### src/design/skle_pkg.sv
`timescale 1ns / 1ps
// skle_pkg: shared types, widths and codes for the sorted key list engine
// no dependencies; imported by the cell and top-level modules

package skle_pkg;

  localparam int DEPTH  = 16;
  localparam int IDX_W  = $clog2(DEPTH);
  localparam int CNT_W  = 5;
  localparam int POS_W  = 4;
  localparam int KEY_W  = 10;
  localparam int PAY_W  = 32;
  localparam int ACT_W  = 3;
  localparam int CAP_W  = 5;
  localparam int DATA_W = 32;
  localparam int ADDR_W = 3;

  localparam logic [CAP_W-1:0] CAP_RESET = CAP_W'(16);
  localparam logic [CNT_W-1:0] DEPTH_CNT = CNT_W'(DEPTH);

  // register word indexes
  localparam logic REG_CAPACITY = 1'b0;

  typedef enum logic [ACT_W-1:0] {
    ACT_ORD_INSERT  = 3'd0,
    ACT_REMOVE_HEAD = 3'd1,
    ACT_REMOVE_AT   = 3'd2,
    ACT_INSERT_AT   = 3'd3,
    ACT_READ_AT     = 3'd4,
    ACT_INSERT_HEAD = 3'd5
  } action_t;

  typedef enum logic [1:0] {
    CELL_HOLD,
    CELL_INSERT,
    CELL_REMOVE
  } cell_op_t;

  // broadcast from the top level to every cell
  typedef struct packed {
    cell_op_t               op;
    logic                   ordered;
    logic [POS_W-1:0]       pos;
    logic [KEY_W-1:0]       key;
    logic [PAY_W-1:0]       payload;
  } cell_ctl_t;

endpackage

### src/design/skle_cell.sv
`timescale 1ns / 1ps
// skle_cell: one slot of the list, holding a key and payload
// depends on skle_pkg; shifts to or from its neighbors on insert and remove

module skle_cell (
  input  logic                       clk,
  input  logic [skle_pkg::IDX_W-1:0] cell_idx,
  input  skle_pkg::cell_ctl_t        ctl,
  input  logic [skle_pkg::CNT_W-1:0] count,
  input  logic                       search_in,
  input  logic [skle_pkg::KEY_W-1:0] left_key,
  input  logic [skle_pkg::PAY_W-1:0] left_payload,
  input  logic [skle_pkg::KEY_W-1:0] right_key,
  input  logic [skle_pkg::PAY_W-1:0] right_payload,
  output logic                       search_out,
  output logic [skle_pkg::KEY_W-1:0] key,
  output logic [skle_pkg::PAY_W-1:0] payload
);
  import skle_pkg::*;

  logic [KEY_W-1:0] key_r, key_nxt;
  logic [PAY_W-1:0] payload_r, payload_nxt;
  logic             occupied;
  logic             less;
  logic             ahead;
  logic             at_pos;

  assign occupied   = CNT_W'(cell_idx) < count;
  assign less       = occupied && (key_r < ctl.key);
  // search ripples while every slot so far holds a smaller key
  assign search_out = search_in && less;

  always_comb begin
    if (ctl.ordered) begin
      ahead  = search_out;
      at_pos = search_in && !less;
    end else begin
      ahead  = cell_idx < ctl.pos;
      at_pos = cell_idx == ctl.pos;
    end
  end

  always_comb begin
    key_nxt     = key_r;
    payload_nxt = payload_r;
    unique case (ctl.op)
      CELL_INSERT: begin
        if (at_pos) begin
          key_nxt     = ctl.key;
          payload_nxt = ctl.payload;
        end else if (!ahead) begin
          key_nxt     = left_key;
          payload_nxt = left_payload;
        end
      end
      CELL_REMOVE: begin
        if (!ahead) begin
          key_nxt     = right_key;
          payload_nxt = right_payload;
        end
      end
      default: begin
      end
    endcase
  end

  always_ff @(posedge clk) begin
    key_r     <= key_nxt;
    payload_r <= payload_nxt;
  end

  assign key     = key_r;
  assign payload = payload_r;

endmodule

### src/design/sorted_key_list_engine_unit.sv
`timescale 1ns / 1ps
// sorted_key_list_engine_unit: top level of the sorted key list engine
// depends on skle_pkg and skle_cell

// A request is taken at any rising edge where start is high; busy never rises,
// so one request can be issued every cycle. Each request produces exactly one
// result, shown on the out_ ports for one cycle with out_strobe high, in the
// cycle right after the request was taken. The receiver cannot stall, so it
// must capture every strobe. The row of sixteen slot cells does the work:
// every cell decides locally (keep, shift from a neighbor, or load the new
// entry) and all update on the same edge, with the ordered-insert search
// rippling one bit from cell to cell. Positions are 0-based. The user must
// write capacity through the APB-style cfg_ port only while no request is in
// flight (unenforced); the limit in force is the smaller of capacity and 16.

module sorted_key_list_engine_unit (
  input  logic                        clk,
  input  logic                        rst_n,
  // request channel
  input  logic                        start,
  output logic                        busy,
  input  logic [skle_pkg::ACT_W-1:0]  in_action,
  input  logic [skle_pkg::POS_W-1:0]  in_position,
  input  logic [skle_pkg::KEY_W-1:0]  in_entry_key,
  input  logic [skle_pkg::PAY_W-1:0]  in_entry_payload,
  // result channel
  output logic                        out_strobe,
  output logic                        out_ok,
  output logic [skle_pkg::CNT_W-1:0]  out_count_after,
  output logic [skle_pkg::KEY_W-1:0]  out_read_key,
  output logic [skle_pkg::PAY_W-1:0]  out_read_payload,
  // configuration port
  input  logic                        cfg_psel,
  input  logic                        cfg_penable,
  input  logic                        cfg_pwrite,
  input  logic [skle_pkg::ADDR_W-1:0] cfg_paddr,
  input  logic [skle_pkg::DATA_W-1:0] cfg_pwdata,
  output logic [skle_pkg::DATA_W-1:0] cfg_prdata,
  output logic                        cfg_pready
);
  import skle_pkg::*;

  // configuration and list bookkeeping
  logic [CAP_W-1:0] capacity_r;
  logic [CNT_W-1:0] count_r, count_nxt;
  logic [CNT_W-1:0] limit;
  logic             accept;
  logic             cfg_write;
  logic             reg_sel;

  // result registers
  logic             strobe_r;
  logic             ok_r, ok_nxt;
  logic [CNT_W-1:0] count_after_r;
  logic [KEY_W-1:0] read_key_r, read_key_nxt;
  logic [PAY_W-1:0] read_payload_r, read_payload_nxt;

  // cell row
  cell_ctl_t        ctl;
  logic [KEY_W-1:0] cell_key [DEPTH];
  logic [PAY_W-1:0] cell_payload [DEPTH];
  logic [DEPTH:0]   search;

  action_t          act;
  logic             has_room;

  // no multi-cycle work, so the request side is never held off
  assign busy   = 1'b0;
  assign accept = start && !busy;

  // apb: zero wait states, word index in the upper address bit
  assign cfg_pready = 1'b1;
  assign reg_sel    = cfg_paddr[ADDR_W-1] == REG_CAPACITY;
  assign cfg_write  = cfg_psel && cfg_penable && cfg_pwrite && cfg_pready;
  assign cfg_prdata = reg_sel ? DATA_W'(capacity_r) : '0;

  always_ff @(posedge clk) begin
    if (!rst_n) begin
      capacity_r <= CAP_RESET;
    end else if (cfg_write && reg_sel) begin
      capacity_r <= cfg_pwdata[CAP_W-1:0];
    end
  end

  // limit in force is min(capacity, depth)
  assign limit    = (CNT_W'(capacity_r) > DEPTH_CNT) ? DEPTH_CNT : CNT_W'(capacity_r);
  assign has_room = count_r < limit;
  assign act      = action_t'(in_action);

  // decode the request into a broadcast for the cells plus the result
  always_comb begin
    ctl.op           = CELL_HOLD;
    ctl.ordered      = 1'b0;
    ctl.pos          = in_position;
    ctl.key          = in_entry_key;
    ctl.payload      = in_entry_payload;
    ok_nxt           = 1'b0;
    count_nxt        = count_r;
    read_key_nxt     = '0;
    read_payload_nxt = '0;
    unique case (act)
      ACT_ORD_INSERT: begin
        // insertion point comes from the search ripple, always within count
        ctl.ordered = 1'b1;
        ok_nxt      = has_room;
      end
      ACT_INSERT_AT: begin
        ok_nxt = has_room && (CNT_W'(in_position) <= count_r);
      end
      ACT_INSERT_HEAD: begin
        ctl.pos = '0;
        ok_nxt  = has_room;
      end
      ACT_REMOVE_HEAD: begin
        ctl.pos = '0;
        ok_nxt  = count_r != '0;
      end
      ACT_REMOVE_AT: begin
        ok_nxt = CNT_W'(in_position) < count_r;
      end
      ACT_READ_AT: begin
        ok_nxt = CNT_W'(in_position) < count_r;
        if (ok_nxt) begin
          read_key_nxt     = cell_key[in_position[IDX_W-1:0]];
          read_payload_nxt = cell_payload[in_position[IDX_W-1:0]];
        end
      end
      default: begin
        // unused codes change nothing and fail
      end
    endcase

    // only a successful, accepted insert or remove moves the cells
    if (accept && ok_nxt) begin
      if (act == ACT_ORD_INSERT || act == ACT_INSERT_AT || act == ACT_INSERT_HEAD) begin
        ctl.op    = CELL_INSERT;
        count_nxt = count_r + CNT_W'(1);
      end else if (act == ACT_REMOVE_HEAD || act == ACT_REMOVE_AT) begin
        ctl.op    = CELL_REMOVE;
        count_nxt = count_r - CNT_W'(1);
      end
    end
  end

  // the row of slot cells; the ordered-insert search enters at slot zero
  assign search[0] = 1'b1;

  for (genvar i = 0; i < DEPTH; i++) begin : g_cell
    logic [KEY_W-1:0] lk, rk;
    logic [PAY_W-1:0] lp, rp;

    if (i == 0) begin : g_first
      assign lk = cell_key[i];
      assign lp = cell_payload[i];
    end else begin : g_mid_l
      assign lk = cell_key[i-1];
      assign lp = cell_payload[i-1];
    end

    // the last slot never has a live right neighbor
    if (i == DEPTH-1) begin : g_last
      assign rk = cell_key[i];
      assign rp = cell_payload[i];
    end else begin : g_mid_r
      assign rk = cell_key[i+1];
      assign rp = cell_payload[i+1];
    end

    skle_cell u_cell (
      .clk           (clk),
      .cell_idx      (IDX_W'(i)),
      .ctl           (ctl),
      .count         (count_r),
      .search_in     (search[i]),
      .left_key      (lk),
      .left_payload  (lp),
      .right_key     (rk),
      .right_payload (rp),
      .search_out    (search[i+1]),
      .key           (cell_key[i]),
      .payload       (cell_payload[i])
    );
  end

  // count and result strobe
  always_ff @(posedge clk) begin
    if (!rst_n) begin
      count_r  <= '0;
      strobe_r <= 1'b0;
    end else begin
      strobe_r <= accept;
      if (accept) begin
        count_r <= count_nxt;
      end
    end
  end

  // result payload, valid only with the strobe
  always_ff @(posedge clk) begin
    if (accept) begin
      ok_r           <= ok_nxt;
      count_after_r  <= count_nxt;
      read_key_r     <= read_key_nxt;
      read_payload_r <= read_payload_nxt;
    end
  end

  assign out_strobe       = strobe_r;
  assign out_ok           = ok_r;
  assign out_count_after  = count_after_r;
  assign out_read_key     = read_key_r;
  assign out_read_payload = read_payload_r;

endmodule

### config.mk
export PLATFORM = sky130hd
export DESIGN_NAME = sorted_key_list_engine_unit
export DESIGN_NICKNAME = d
export VERILOG_FILES = /design/src/design/skle_pkg.sv /design/src/design/skle_cell.sv /design/src/design/sorted_key_list_engine_unit.sv
export SDC_FILE = /design/constraint.sdc
export NUM_CORES = 2
export LEC_CHECK = 0
export BUFFER_PORTS_ARGS = -buffer_cell sky130_fd_sc_hd__buf_2
export CORE_AREA = 4 4 441 443
export CTS_CLUSTER_DIAMETER = 120
export CTS_CLUSTER_SIZE = 28
export DETAILED_ROUTE_END_ITERATION = 7
export DIE_AREA = 0 0 445 447
export HOLD_SLACK_MARGIN = 0.12
export PLACE_DENSITY = 0.42
export SLEW_MARGIN = 20
export SYNTH_ARGS = -nofsm -noshare
export SYNTH_HDL_FRONTEND = slang
export SYNTH_SLANG_ARGS = --single-unit
### constraint.sdc
create_clock -name clk -period 8.01 [get_ports clk]
set_clock_uncertainty 0.15 [all_clocks]
set_input_delay 1.2015 -clock clk [delete_from_list [all_inputs] [get_ports clk]]
set_output_delay 1.2015 -clock clk [all_outputs]
set_load 0.02 [all_outputs]
==> results.tsv <==
stage	metric	value	unit
status	status	completed	
power_and_ir_drop	Leakage Power	16.58	nW
placement	PortBufs	114	
power_and_ir_drop	combinational share of power	16.5	%
cells_and_area	Syn-to-layout area delta	9.195	%
clock_network	H-tree levels	2	
floorplanning	row cnt	160	
timing	worst-margin pin slew	1.129	ns
global_route	GRT Resource Usage Total	18.35	%
drt	DR pass1 iterations	8	
floorplanning	Initial Util	24.90	%
power_and_ir_drop	sw power	2.452	mW
drt	final WL	188.8	mm
critical_path	Max FO, Critical Path	24	
critical_path	worst stage delay on the critical path	1.26	ns
clock_network	number of buffers created by CTS	35	
cells_and_area	fin nets	4369	
clock_network	worst-case clock buffer depth	3	
drt	drt drc	0	
global_route	largest net degree at the start of global routing	182	
placement	GPL Wtd Cong	0.8356	
timing	Slew HR	24.36	%
critical_path	CP delay by family, top	simple AND/OR/NAND/NOR gates	
synthesis	post-synthesis sequential area ratio	46.16	%
timing	final setup TNS	0	ns
critical_path	Critical-path top delay cell	or4_2	
synthesis	mapped cell area	47310	sq um
critical_path	Worst Path Buf+Inv	3	
synthesis	Async SR Flop Fraction	0	%
cells_and_area	FILL cells	19790	
timing	Final Cycle Share	73.63	%
clock_network	clk slew on worst S/H paths	0.12	ns
synthesis	Synth Area in Adders	4.125	%
critical_path	WP data required	8.28	ns
synthesis	xor/xnor share of the synthesized area	0.1296	%
cells_and_area	commonest cells after routing, fill and taps aside	720 x edfxtp_1, 590 x nand2_1, 434 x nand3_1	
critical_path	CP endpoint kind	flip-flop	
placement	Placed Cells incl. Taps	6597	
synthesis	compound-gate portion of the synthesized area	9.081	%
synthesis	Synth Area per Inst	11.07	sq um
drt	antenna viol nets, final	0	
drt	vias per inst	5.408	
drt	drt wl/cell	28.36	microns
placement	HPWL after DPL	110.0	mm
synthesis	Syn Inst Count	4273	
timing	Hold Violations, Final	0	
synthesis	mux share of post-synthesis cell area	21.17	%
critical_path	startpoint types	input port	
clock_network	CTS tree	yes	
timing	Tmin final	5.898	ns
timing	Finish-stage setup viols	0	
clock_network	CTS hold repair buffers	0	
synthesis	largest family of logic cells by synthesized area	multiplexers	
power_and_ir_drop	PwrDens	160.0	nW/um^2
drt	DR iter-0 viols	4008	
clock_network	CTS sink cnt	731	
clock_network	root buf cell	clkbuf_16	
timing	RSZ-0062 raised after global routing	false	
global_route	first-pass GRT wire length	269.1	mm
power_and_ir_drop	Int Pwr	5.815	mW
drt	DR vias	36000	
global_route	total grt overflow	0	
floorplanning	DIE AREA	198900	sq um
power_and_ir_drop	Clk pwr share	28.8	%
critical_path	Worst EP arrival	6.17	ns
clock_network	post-CTS resize count	0	
timing	Max Slew Vio Count	0	
cells_and_area	share of cells above drive strength 1	16.47	%
global_route	vias in the first global route	35110	
floorplanning	Die Wd	445	microns
clock_network	post-CTS setup repair buffer count	0	
floorplanning	chip height	447	microns
global_route	antenna violations before repair	19	
job	Max-Cap Viols	0	
critical_path	most frequent CP cell	a21oi_1	
power_and_ir_drop	switch share	29.66	%
cells_and_area	area of the multi-input gates	23900	sq um
power_and_ir_drop	sequential share of power	54.7	%
critical_path	worst path cell trace	buf_2, inv_1, ha_1, a21oi_1, o21ai_1, a2111oi_4, nand3_1, or4_2, buf_4, a21oi_1, nor3_1	
critical_path	crit path kind	in -> reg	
cells_and_area	count of non-filler cells in the finished layout	6658	
synthesis	Yosys reg bits	731	
cells_and_area	commonest non-fill, non-tap cell in the layout	edfxtp_1	
synthesis	post-synth cell types	78	
synthesis	Post-Synth Simple-Gate Area	15.04	%
synthesis	Post-synth EDFFs	720	
cells_and_area	FF+latch area	21840	sq um
synthesis	Most used DFF post-synth	edfxtp_1	
floorplanning	Top Ports	173	
power_and_ir_drop	maximum VDD drop	0.1110	mV
synthesis	Yosys warning count	0	
floorplanning	core area	190000	sq um
worst_hold_path	Hold Crit Class	reg -> reg	
clock_network	clk_lat worst skew	0.67	ns
timing	Fmax achieved	169.5	MHz
[per-stage QoR]
stage	utilization (%)	power [mW]	setup slack, ns	hold slack (ns)	instance area [sq um]
after floorplan	-	5.445	1.046	0.3421	47420
after detailed placement	26.60	5.964	1.470	0.3890	50540
final	27.19	8.266	2.112	0.4106	51660
after global routing	27.19	8.586	2.008	0.4353	51660
after CTS	27.19	8.353	2.178	0.4160	51650
after global placement	26.60	5.953	1.444	0.3930	50540
[worst reg2reg max path, cell delays in order (launching register included)]
cell	delay, ns
dfxtp_1	0.77
inv_1	0.25
ha_1	0.35
nor2b_1	0.13
o21bai_1	0.20
and4b_1	0.23
o21bai_1	0.16
a31oi_1	0.95
nor2_4	0.35
a21oi_4	0.93
buf_4	0.75
[logic make-up after synthesis]
| kind of cell | after synthesis |
|---|---|
| AND/OR/NAND/NOR | 1518 |
| flip-flops | 731 |
| multiplexers | 718 |
| AO/OA/AOI/OAI | 668 |
| buffers and inverters | 473 |
| adder cells (fa/ha/maj) | 156 |
| XOR/XNOR | 7 |
| other | 2 |
[synth_stat cells (all sizes together) (3+ instances only)]
master	n	area share (%)
a2111oi	3	0.095
a211o	45	0.83
a211oi	57	0.90
a21boi	7	0.11
a21o	20	0.32
a21oi	92	0.98
a221o	3	0.063
a221oi	4	0.074
a22oi	6	0.095
a31oi	11	0.15
and2	9	0.12
and3	15	0.20
buf	142	1.6
clkbuf	274	2.2
dfxtp	11	0.47
edfxtp	720	46
ha	156	4.1
inv	56	0.44
mux2	163	3.9
mux2i	345	7.3
mux4	210	10
nand2	594	4.7
nand2b	60	0.79
nand3	435	4.6
nand3b	3	0.048
nand4	12	0.20
nand4b	3	0.056
nor2	128	1.0
nor2b	57	0.75
nor3	95	1.0
nor3b	3	0.048
nor4	89	1.2
nor4b	4	0.11
o2111ai	3	0.056
o211ai	11	0.19
o21a	5	0.079
o21ai	333	3.5
o21bai	4	0.063
o221a	42	1.0
o31ai	4	0.15
or3	3	0.040
xnor2	4	0.074
xor2	3	0.056
[cell type report]
class	count	area share [%]
Clock inverter	15	0.4093
Inverter	57	0.4141
Antenna cell	5	0.02422
Clock buffer	41	1.739
Timing Repair Buffer	202	2.800
Tap cell	2511	6.081
Multi-Input combinational cell	3096	46.26
Sequential cell	731	42.27
[flip-flops by register name, summed over array words and instances, names as in the netlist]
signal and cells:
g_cell.u_cell.payload 512, g_cell.u_cell.key 160, out_read_payload 32, out_read_key 10, capacity_r 5, count_r 5, out_count_after 5, out_ok 1
out_strobe 1
[routing by layer]
metal | part of all wire, % | up-vias | track usage, % | wire length (microns)
li1 | - | 15880 | - | -
met1 | 44 | 18570 | 25.75 | 83940
met2 | 47 | 1350 | 30.29 | 89010
met3 | 6.1 | 197 | 2.217 | 11510
met4 | 2.3 | 8 | 4.086 | 4260
met5 | 0.032 | - | 0 | 61
[power groups by stage]
stage	clock network (mW)	registers [mW]	logic (mW)
after detailed placement	0	4.60	1.36
final	2.38	4.52	1.36
after floorplan	0	4.57	0.876
after global routing	2.59	4.53	1.47
after CTS	2.47	4.52	1.36
after global placement	0	4.60	1.35
[final timing paths]
| check | start | end | slack (ns) | depth (start not counted) |
|---|---|---|---|---|
| hold / removal | capacity_r[3] | capacity_r[3] | 0.41 | 2 |
| hold reg to reg | capacity_r[3] | capacity_r[3] | 0.41 | 2 |
| setup reg to reg | count_r[1] | g_cell[8].u_cell.payload[12] | 2.41 | 10 |
| setup / recovery | in_entry_key[1] | g_cell[8].u_cell.payload[5] | 2.11 | 11 |
(Power assumes the default switching activity.)
